### src/tomss_pkg.sv
// shared constants, command codes and item structs for the tile owner map block
package tomss_pkg;

  localparam int SCREEN_W_DEF = 1024;
  localparam int SCREEN_H_DEF = 512;

  // position arithmetic width, covers screen sizes up to 4096 and layer sums
  localparam int POS_W = 13;
  // tile coordinate width
  localparam int TILE_W = POS_W - 3;
  localparam int Z_W = 4;
  localparam int MAX_SPANS = 64;

  localparam logic [1:0] CMD_CLEAR = 2'd0;
  localparam logic [1:0] CMD_PAINT = 2'd1;
  localparam logic [1:0] CMD_SCAN  = 2'd2;

  typedef struct packed {
    logic [1:0]     cmd;
    logic [9:0]     layer_x;
    logic [9:0]     layer_y;
    logic [10:0]    layer_w;
    logic [10:0]    layer_h;
    logic [Z_W-1:0] layer_z;
    logic           visible;
    logic           direct;
    logic [10:0]    rect_x0;
    logic [10:0]    rect_x1;
    logic [9:0]     line;
  } item_t;

  typedef struct packed {
    logic        push;
    logic        span_valid;
    logic [9:0]  screen_x;
    logic [9:0]  screen_y;
    logic [9:0]  local_x;
    logic [10:0] span_width;
    logic        last;
  } res_t;

endpackage

### src/tomss_ctrl.sv
// command sequencer: map clear sweep, paint walk and scanline run merging
module tomss_ctrl #(
  parameter int SCREEN_WIDTH  = tomss_pkg::SCREEN_W_DEF,
  parameter int SCREEN_HEIGHT = tomss_pkg::SCREEN_H_DEF,
  localparam int MAP_DEPTH = (SCREEN_WIDTH >> 3) * (SCREEN_HEIGHT >> 3),
  localparam int AW = $clog2(MAP_DEPTH)
) (
  input  logic                     clk,
  input  logic                     rst_n,
  input  logic                     in_valid,
  output logic                     in_stall,
  input  tomss_pkg::item_t         in_item,
  input  logic                     out_free,
  output tomss_pkg::res_t          res,
  output logic                     mem_we,
  output logic [AW-1:0]            mem_waddr,
  output logic [tomss_pkg::Z_W-1:0] mem_wdata,
  output logic                     mem_re,
  output logic [AW-1:0]            mem_raddr,
  input  logic [tomss_pkg::Z_W-1:0] mem_rdata
);
  import tomss_pkg::*;

  localparam int MAP_COLS = SCREEN_WIDTH >> 3;
  localparam int MAP_ROWS = SCREEN_HEIGHT >> 3;
  localparam int SW = ((AW > POS_W) ? AW : POS_W) + 1;
  localparam int CNT_W = $clog2(MAX_SPANS + 1);

  localparam logic [2:0] ST_CLR   = 3'd0;
  localparam logic [2:0] ST_IDLE  = 3'd1;
  localparam logic [2:0] ST_SETUP = 3'd2;
  localparam logic [2:0] ST_PAINT = 3'd3;
  localparam logic [2:0] ST_SCAN  = 3'd4;
  localparam logic [2:0] ST_FLUSH = 3'd5;

  // control state
  logic [2:0]       state_r, state_nxt;
  logic [AW-1:0]    clr_addr_r, clr_addr_nxt;
  logic             clr_reply_r, clr_reply_nxt;
  logic             pend_valid_r, pend_valid_nxt;
  logic             in_run_r, in_run_nxt;
  logic             ev_valid_r, ev_valid_nxt;
  logic [CNT_W-1:0] cnt_r, cnt_nxt;

  // payload state
  item_t             it_r, it_nxt;
  logic [AW-1:0]     base_r, base_nxt;
  logic [POS_W-1:0]  x1c_r, x1c_nxt;
  logic [POS_W-1:0]  a1_r, a1_nxt;
  logic [POS_W-1:0]  vy_r, vy_nxt;
  logic [POS_W-1:0]  dx_r, dx_nxt;
  logic [POS_W-1:0]  vx_r, vx_nxt;
  logic [POS_W-1:0]  ev_dx_r, ev_dx_nxt;
  logic [POS_W-1:0]  run_start_r, run_start_nxt;
  logic [POS_W-1:0]  run_end_r, run_end_nxt;
  logic [TILE_W-1:0] row_r, row_nxt;
  logic [TILE_W-1:0] col_r, col_nxt;
  logic [TILE_W-1:0] col_start_r, col_start_nxt;
  logic [TILE_W-1:0] col_end_r, col_end_nxt;
  logic [TILE_W-1:0] row_end_r, row_end_nxt;
  logic [9:0]        pend_sx_r, pend_sx_nxt;
  logic [9:0]        pend_lx_r, pend_lx_nxt;
  logic [10:0]       pend_w_r, pend_w_nxt;

  // setup decode
  logic [POS_W-1:0]  lx, ly, x0, w, h, x1c, vy, x1c_p7, w_p7, h_p7;
  logic [TILE_W-1:0] sx, sy, bw, bh, sx_bw, sy_bh, col_end, row_end;
  logic              scan_ok, paint_ok;

  // scan step
  logic             issue_ok, hit, scan_done, close_run, make_span, blocked, push_mid;
  logic [POS_W-1:0] sa, se, span_sx, span_w;
  logic [SW-1:0]    rd_sum, wr_sum;

  always_comb begin
    lx     = POS_W'({it_r.layer_x[9:3], 3'b000});
    ly     = POS_W'({it_r.layer_y[9:3], 3'b000});
    x0     = POS_W'(it_r.rect_x0);
    w      = POS_W'(it_r.layer_w);
    h      = POS_W'(it_r.layer_h);
    x1c    = (POS_W'(it_r.rect_x1) > w) ? w : POS_W'(it_r.rect_x1);
    vy     = ly + POS_W'(it_r.line);
    x1c_p7 = x1c + POS_W'(7);
    w_p7   = w + POS_W'(7);
    h_p7   = h + POS_W'(7);
    sx     = TILE_W'(it_r.layer_x[9:3]);
    sy     = TILE_W'(it_r.layer_y[9:3]);
    bw     = w_p7[POS_W-1:3];
    bh     = h_p7[POS_W-1:3];
    sx_bw  = sx + bw;
    sy_bh  = sy + bh;
    col_end = (sx_bw > TILE_W'(MAP_COLS)) ? TILE_W'(MAP_COLS) : sx_bw;
    row_end = (sy_bh > TILE_W'(MAP_ROWS)) ? TILE_W'(MAP_ROWS) : sy_bh;
    scan_ok = (it_r.cmd == CMD_SCAN) && it_r.visible && !it_r.direct &&
              (POS_W'(it_r.line) < h) && (x0 < x1c) && (vy < POS_W'(SCREEN_HEIGHT));
    paint_ok = (it_r.cmd == CMD_PAINT) && it_r.visible && (sx < col_end) &&
               (sy < row_end);
  end

  always_comb begin
    issue_ok  = (dx_r < a1_r) && (vx_r < POS_W'(SCREEN_WIDTH));
    hit       = (mem_rdata == it_r.layer_z);
    scan_done = !ev_valid_r && !issue_ok;
    close_run = in_run_r && ((ev_valid_r && !hit) || scan_done);
    // clip the run to the region
    sa        = (run_start_r < x0) ? x0 : run_start_r;
    se        = (run_end_r > x1c_r) ? x1c_r : run_end_r;
    span_sx   = lx + sa;
    span_w    = se - sa;
    make_span = close_run && (se > sa);
    blocked   = make_span && pend_valid_r && !out_free;
    push_mid  = make_span && pend_valid_r && out_free;
    rd_sum    = SW'(base_r) + SW'(vx_r[POS_W-1:3]);
    wr_sum    = SW'(base_r) + SW'(col_r);
  end

  always_comb begin
    state_nxt      = state_r;
    clr_addr_nxt   = clr_addr_r;
    clr_reply_nxt  = clr_reply_r;
    pend_valid_nxt = pend_valid_r;
    in_run_nxt     = in_run_r;
    ev_valid_nxt   = ev_valid_r;
    cnt_nxt        = cnt_r;
    it_nxt         = it_r;
    base_nxt       = base_r;
    x1c_nxt        = x1c_r;
    a1_nxt         = a1_r;
    vy_nxt         = vy_r;
    dx_nxt         = dx_r;
    vx_nxt         = vx_r;
    ev_dx_nxt      = ev_dx_r;
    run_start_nxt  = run_start_r;
    run_end_nxt    = run_end_r;
    row_nxt        = row_r;
    col_nxt        = col_r;
    col_start_nxt  = col_start_r;
    col_end_nxt    = col_end_r;
    row_end_nxt    = row_end_r;
    pend_sx_nxt    = pend_sx_r;
    pend_lx_nxt    = pend_lx_r;
    pend_w_nxt     = pend_w_r;
    in_stall       = 1'b1;
    mem_we         = 1'b0;
    mem_waddr      = clr_addr_r;
    mem_wdata      = '0;
    mem_re         = 1'b0;
    mem_raddr      = rd_sum[AW-1:0];
    res            = '0;

    unique case (state_r)
      ST_CLR: begin
        mem_we       = 1'b1;
        clr_addr_nxt = clr_addr_r + AW'(1);
        if (clr_addr_r == AW'(MAP_DEPTH - 1)) begin
          state_nxt = clr_reply_r ? ST_FLUSH : ST_IDLE;
        end
      end
      ST_IDLE: begin
        in_stall = 1'b0;
        if (in_valid) begin
          it_nxt = in_item;
          if (in_item.cmd == CMD_CLEAR) begin
            state_nxt     = ST_CLR;
            clr_addr_nxt  = '0;
            clr_reply_nxt = 1'b1;
          end else begin
            state_nxt = ST_SETUP;
          end
        end
      end
      ST_SETUP: begin
        x1c_nxt = x1c;
        a1_nxt  = {x1c_p7[POS_W-1:3], 3'b000};
        vy_nxt  = vy;
        if (scan_ok) begin
          state_nxt    = ST_SCAN;
          base_nxt     = AW'(MAP_COLS * int'(vy[POS_W-1:3]));
          dx_nxt       = {x0[POS_W-1:3], 3'b000};
          vx_nxt       = lx + {x0[POS_W-1:3], 3'b000};
          in_run_nxt   = 1'b0;
          ev_valid_nxt = 1'b0;
          cnt_nxt      = '0;
        end else if (paint_ok) begin
          state_nxt     = ST_PAINT;
          base_nxt      = AW'(MAP_COLS * int'(sy));
          row_nxt       = sy;
          col_nxt       = sx;
          col_start_nxt = sx;
          col_end_nxt   = col_end;
          row_end_nxt   = row_end;
        end else begin
          state_nxt = ST_FLUSH;
        end
      end
      ST_PAINT: begin
        mem_we    = 1'b1;
        mem_waddr = wr_sum[AW-1:0];
        mem_wdata = it_r.layer_z;
        if (col_r + TILE_W'(1) == col_end_r) begin
          col_nxt  = col_start_r;
          row_nxt  = row_r + TILE_W'(1);
          base_nxt = base_r + AW'(MAP_COLS);
          if (row_r + TILE_W'(1) == row_end_r) begin
            state_nxt = ST_FLUSH;
          end
        end else begin
          col_nxt = col_r + TILE_W'(1);
        end
      end
      ST_SCAN: begin
        res.push       = push_mid;
        res.span_valid = 1'b1;
        res.screen_x   = pend_sx_r;
        res.screen_y   = vy_r[9:0];
        res.local_x    = pend_lx_r;
        res.span_width = pend_w_r;
        res.last       = 1'b0;
        if (!blocked) begin
          // read of the next tile overlaps evaluation of the previous one
          mem_re       = issue_ok;
          ev_valid_nxt = issue_ok;
          ev_dx_nxt    = dx_r;
          if (issue_ok) begin
            dx_nxt = dx_r + POS_W'(8);
            vx_nxt = vx_r + POS_W'(8);
          end
          if (ev_valid_r && hit) begin
            in_run_nxt  = 1'b1;
            run_end_nxt = ev_dx_r + POS_W'(8);
            if (!in_run_r) begin
              run_start_nxt = ev_dx_r;
            end
          end else if (close_run) begin
            in_run_nxt = 1'b0;
          end
          if (make_span) begin
            pend_valid_nxt = 1'b1;
            pend_sx_nxt    = span_sx[9:0];
            pend_lx_nxt    = sa[9:0];
            pend_w_nxt     = span_w[10:0];
            cnt_nxt        = cnt_r + CNT_W'(1);
          end
          if (scan_done || (make_span && (cnt_r + CNT_W'(1) == CNT_W'(MAX_SPANS)))) begin
            state_nxt = ST_FLUSH;
          end
        end
      end
      ST_FLUSH: begin
        ev_valid_nxt   = 1'b0;
        res.push       = out_free;
        res.span_valid = pend_valid_r;
        res.screen_x   = pend_valid_r ? pend_sx_r : '0;
        res.screen_y   = pend_valid_r ? vy_r[9:0] : '0;
        res.local_x    = pend_valid_r ? pend_lx_r : '0;
        res.span_width = pend_valid_r ? pend_w_r : '0;
        res.last       = 1'b1;
        if (out_free) begin
          pend_valid_nxt = 1'b0;
          state_nxt      = ST_IDLE;
        end
      end
      default: begin
        state_nxt = ST_IDLE;
      end
    endcase
  end

  always_ff @(posedge clk) begin
    if (!rst_n) begin
      state_r      <= ST_CLR;
      clr_addr_r   <= '0;
      clr_reply_r  <= 1'b0;
      pend_valid_r <= 1'b0;
      in_run_r     <= 1'b0;
      ev_valid_r   <= 1'b0;
      cnt_r        <= '0;
    end else begin
      state_r      <= state_nxt;
      clr_addr_r   <= clr_addr_nxt;
      clr_reply_r  <= clr_reply_nxt;
      pend_valid_r <= pend_valid_nxt;
      in_run_r     <= in_run_nxt;
      ev_valid_r   <= ev_valid_nxt;
      cnt_r        <= cnt_nxt;
    end
  end

  always_ff @(posedge clk) begin
    it_r        <= it_nxt;
    base_r      <= base_nxt;
    x1c_r       <= x1c_nxt;
    a1_r        <= a1_nxt;
    vy_r        <= vy_nxt;
    dx_r        <= dx_nxt;
    vx_r        <= vx_nxt;
    ev_dx_r     <= ev_dx_nxt;
    run_start_r <= run_start_nxt;
    run_end_r   <= run_end_nxt;
    row_r       <= row_nxt;
    col_r       <= col_nxt;
    col_start_r <= col_start_nxt;
    col_end_r   <= col_end_nxt;
    row_end_r   <= row_end_nxt;
    pend_sx_r   <= pend_sx_nxt;
    pend_lx_r   <= pend_lx_nxt;
    pend_w_r    <= pend_w_nxt;
  end

  a_push_has_room: assert property (@(posedge clk) disable iff (!rst_n)
    res.push |-> out_free)
    else $error("result pushed into a full output register");

  a_span_count: assert property (@(posedge clk) disable iff (!rst_n)
    cnt_r <= CNT_W'(MAX_SPANS))
    else $error("span count above limit");

  a_write_owner: assert property (@(posedge clk) disable iff (!rst_n)
    mem_we |-> (state_r == ST_CLR || state_r == ST_PAINT))
    else $error("map written outside clear or paint");

  a_last_ends_item: assert property (@(posedge clk) disable iff (!rst_n)
    (res.push && res.last) |=> (state_r == ST_IDLE && !pend_valid_r))
    else $error("item not finished after its last result");

endmodule
### config.mk
export PLATFORM = sky130hd
export DESIGN_NAME = tomss_ctrl
export DESIGN_NICKNAME = d
export VERILOG_FILES = /design/src/tomss_pkg.sv /design/src/tomss_ctrl.sv
export SDC_FILE = /design/constraint.sdc
export NUM_CORES = 1
export LEC_CHECK = 0
export BUFFER_PORTS_ARGS = -buffer_cell sky130_fd_sc_hd__buf_2
export CAP_MARGIN = 10
export CORE_MARGIN = 4
export CORE_UTILIZATION = 40
export DETAILED_ROUTE_END_ITERATION = 16
export PLACE_DENSITY = 0.7
export REMOVE_ABC_BUFFERS = 1
export SLEW_MARGIN = 20
export SYNTH_ARGS = -nofsm -noshare
export SYNTH_HDL_FRONTEND = slang
export SYNTH_SLANG_ARGS = --single-unit
### constraint.sdc
create_clock -name clk -period 12.82 [get_ports clk]
set_clock_uncertainty 0.05 [all_clocks]
set_input_delay 2.564 -clock clk [delete_from_list [all_inputs] [get_ports clk]]
set_output_delay 2.564 -clock clk [all_outputs]
set_load 0.01 [all_outputs]
==> summary.md <==
| Metric | Value |
|---|---|
| Share of post-route cells with drive strength above 1 | 14.2% |
| # DRC | 0 |
| Ranking of synthesized cells by area | edfxtp_1 (45%), ha_1 (10%), xnor2_1 (4.7%) |
| Clock Path Buffers | 3 |
| Drt wl/cell | 18.0 um |
| Max-cap violations | 0 |
| Area Overhead vs Synth | 15.7% |
| HPWL Detailed | 30.4 mm |
| WHS | 0.406 ns |
| Sequential area share after synthesis | 48.8% |
| Detailed-route vias per instance | 5.29 |
| Die area | 42500 um2 |
| Worst Path Max Fanout | 13 |
| Hold WC Path Type | register to register |
| Slew margin rel. | 28.3% |
| Clock transition at path regs | 0.06 ns |
| Dpl cell area | 17100 um2 |
| First-pass GRT wire length | 60.8 mm |
| WP data arrival | 5.37 ns |
| Worst setup SP type | register |
| Final max-slew violation count | 0 |
| Most area-hungry cell type in the Yosys netlist | edfxtp_1 |
| Total power | 1.94 mW |
| Total global routing overflow | 0 |
| Largest net degree at the start of global routing | 80 |
| Clk sink count | 264 |
| Total number of yosys warnings | 0 |
| Leak | 7.37 nW |
| Worst-skew pair later-pin latency | 0.57 ns |
| Port bufs | 160 |
| CTS H-tree depth | 1 |
| Die height | 206 um |
| Width of the die | 206 um |
| Mean post-synth cell area | 10.7 um2 |
| P per Cell Area | 107 nW/um2 |
| Max frequency | 0.125 GHz |
| Num CTS Buffers | 30 |
| Status | finished clean |
| Core ar. | 38700 um2 |
| Final Setup Violations | 0 |
| Library cells used by synthesis | 74 |
| Final wirelength | 39.2 mm |
| Max VDD drop | 0.0000975 V |
| Post-route ant nets | 0 |
| Number of flops mapped to enable cells by yosys | 237 |
| Std-Cell Rows | 72 |
| Root Buffer | clkbuf_16 |
| Post-synth top flop | edfxtp_1 |
| Sum Neg Setup Slack | 0 ns |
| Tcrit/Tclk final | 62.2% |
| Count leader, synth | edfxtp_1 |
| Post-CTS Setup Inserts | 0 |
| Worst Tran Pin Value | 1.07 ns |
| RSZ-0062 raised after global routing | false |
| Layout Cell Area excl Fill | 18200 um2 |
| Vias | 11536 |
| Synth Cell Area | 15700 um2 |
| Critical Path RT | 10.21 ns |
| GRT Util Overall | 18.0% |
| Vias in the first global route | 11311 |
| Nets | 1865 |
| Final Hold Fails | 0 |
| IO Count | 167 |
| Synth cell count leaders | edfxtp_1 (237), nand2_1 (132), ha_1 (129), inv_1 (128), nor2_1 (90) |
| Critical path type | register to output port |
| DRT Pass-1 Iters | 5 |
| Synth top area share | 45.3% |
| Post-synth ARST share | 0% |
| Initial Utilization | 40.5% |
| Final core occ | 46.9% |
| Post-CTS sizing | 0 |
| # hold bufs at CTS | 0 |
| CP Capture Type | output port |
| Final min period | 7.98 ns |
| Synth Register Bits | 264 |
| GPL Wtd Cong | 0.901 |
| Drt first-iter violations | 780 |
| Initial antenna violation count | 1 |
| Post-Syn Instances | 1471 |
| TritonCTS clock tree | yes |
## worst max-delay path, cell delays in order (launching register included)
cell and delay [ns]:
edfxtp_1 0.39, ha_1 0.28, nor4b_1 0.17, o21a_1 0.17, o21a_1 0.17, o2111ai_1 0.21
nand3_1 0.10, a311oi_1 0.62, buf_4 0.30, o21ai_0 0.12, ha_1 0.36, o21a_1 0.13
o31ai_1 0.09, a31oi_1 0.36, o211ai_1 0.23, a211oi_2 0.68, a21oi_1 0.15, nor2_1 0.14
buf_2 0.15
## report_power, final
group / switching, mW / leakage [nW] / internal, mW / total, mW
sequential: 0.00921 / 2.34 / 0.939 / 0.948
combinational: 0.0481 / 4.53 / 0.0379 / 0.0860
clock: 0.350 / 0.494 / 0.557 / 0.908
## metal layers
metal  GRT usage (%)  vias up  routed length [um]
li1                -     5618                   -
met1            25.2     5552               17900
met2            29.8      325               18100
met3            3.06       41                2610
met4            3.49        0                 569
met5               0        -                   0
## sequential cells by signal (all words and copies together), names as in the netlist, 10 cells and up
name and count:
it_r 65, clr_addr_r 13, h 11, pend_w_r 11
x1c_r 11, col_end_r 10, col_r 10, dx_r 10
ev_dx_r 10, pend_sx_r 10, row_end_r 10, row_r 10
run_end_r 10, run_start_r 10, vx_r 10, vy_r 10
## worst paths after layout
check	start	end	slack [ns]	depth (start not counted)
hold / removal	it_r[0]	vy_r[0]	0.41	0
hold reg to reg	it_r[0]	vy_r[0]	0.41	0
setup / recovery	run_end_r[3]	res[43]	4.84	18
setup reg to reg	it_r[50]	col_end_r[6]	6.24	20
## through the flow
stage,setup WS [ns],std cells
final,4.84,2182
after floorplan,5.15,1437
after global routing,4.49,2180
after global placement,5.25,2122
after detailed placement,5.14,2122
after CTS,4.50,2178
## placed cells by master (no fill, tap or decap), drive strengths merged, types with 9 or more instances in the layout
| cell type | netlist | layout |
|---|---|---|
| or3 | 14 | 14 |
| nor2b | 18 | 18 |
| a211oi | 13 | 13 |
| o21a | 14 | 14 |
| inv | 128 | 128 |
| nand4 | 29 | 29 |
| ha | 129 | 129 |
| nand2 | 132 | 132 |
| buf | 13 | 169 |
| a21o | 22 | 22 |
| nor3 | 26 | 26 |
| dfxtp | 27 | 27 |
| mux2i | 33 | 33 |
| nor2 | 90 | 90 |
| xnor2 | 84 | 84 |
| o211ai | 9 | 9 |
| xor2 | 51 | 51 |
| a21oi | 66 | 66 |
| and2 | 49 | 49 |
| nand2b | 14 | 14 |
| and3 | 11 | 11 |
| clkinv | 0 | 12 |
| clkbuf | 27 | 34 |
| edfxtp | 237 | 237 |
| nand3 | 39 | 39 |
| o21ai | 92 | 92 |
## logic make-up (layout without fill, tap and decap cells)
| logic type | count (synthesis) | after routing | synth area share (%) |
|---|---|---|---|
| other | 1 | 9 | 0.0239 |
| AOI/OAI and AO/OA | 277 | 277 | 11.2 |
| adders and majority gates | 138 | 138 | 11.4 |
| buffers and inverters | 168 | 353 | 4.33 |
| xor gates and xnor gates | 135 | 135 | 7.53 |
| and+or+nand+nor | 452 | 452 | 14.3 |
| DFF | 264 | 264 | 48.8 |
| muxes | 36 | 36 | 2.39 |
## final cells by class
type / instances / area [um2]
fillers: 3573 / 20600
flip-flops and latches: 264 / 7660
multi-input cells: 1045 / 7430
repair buffers: 169 / 901
clock buffers: 34 / 787
well taps: 518 / 648
inverters: 128 / 480
clock inverters: 22 / 258
diodes: 2 / 5.00
Note: power is estimated with default switching activity, not from simulation.
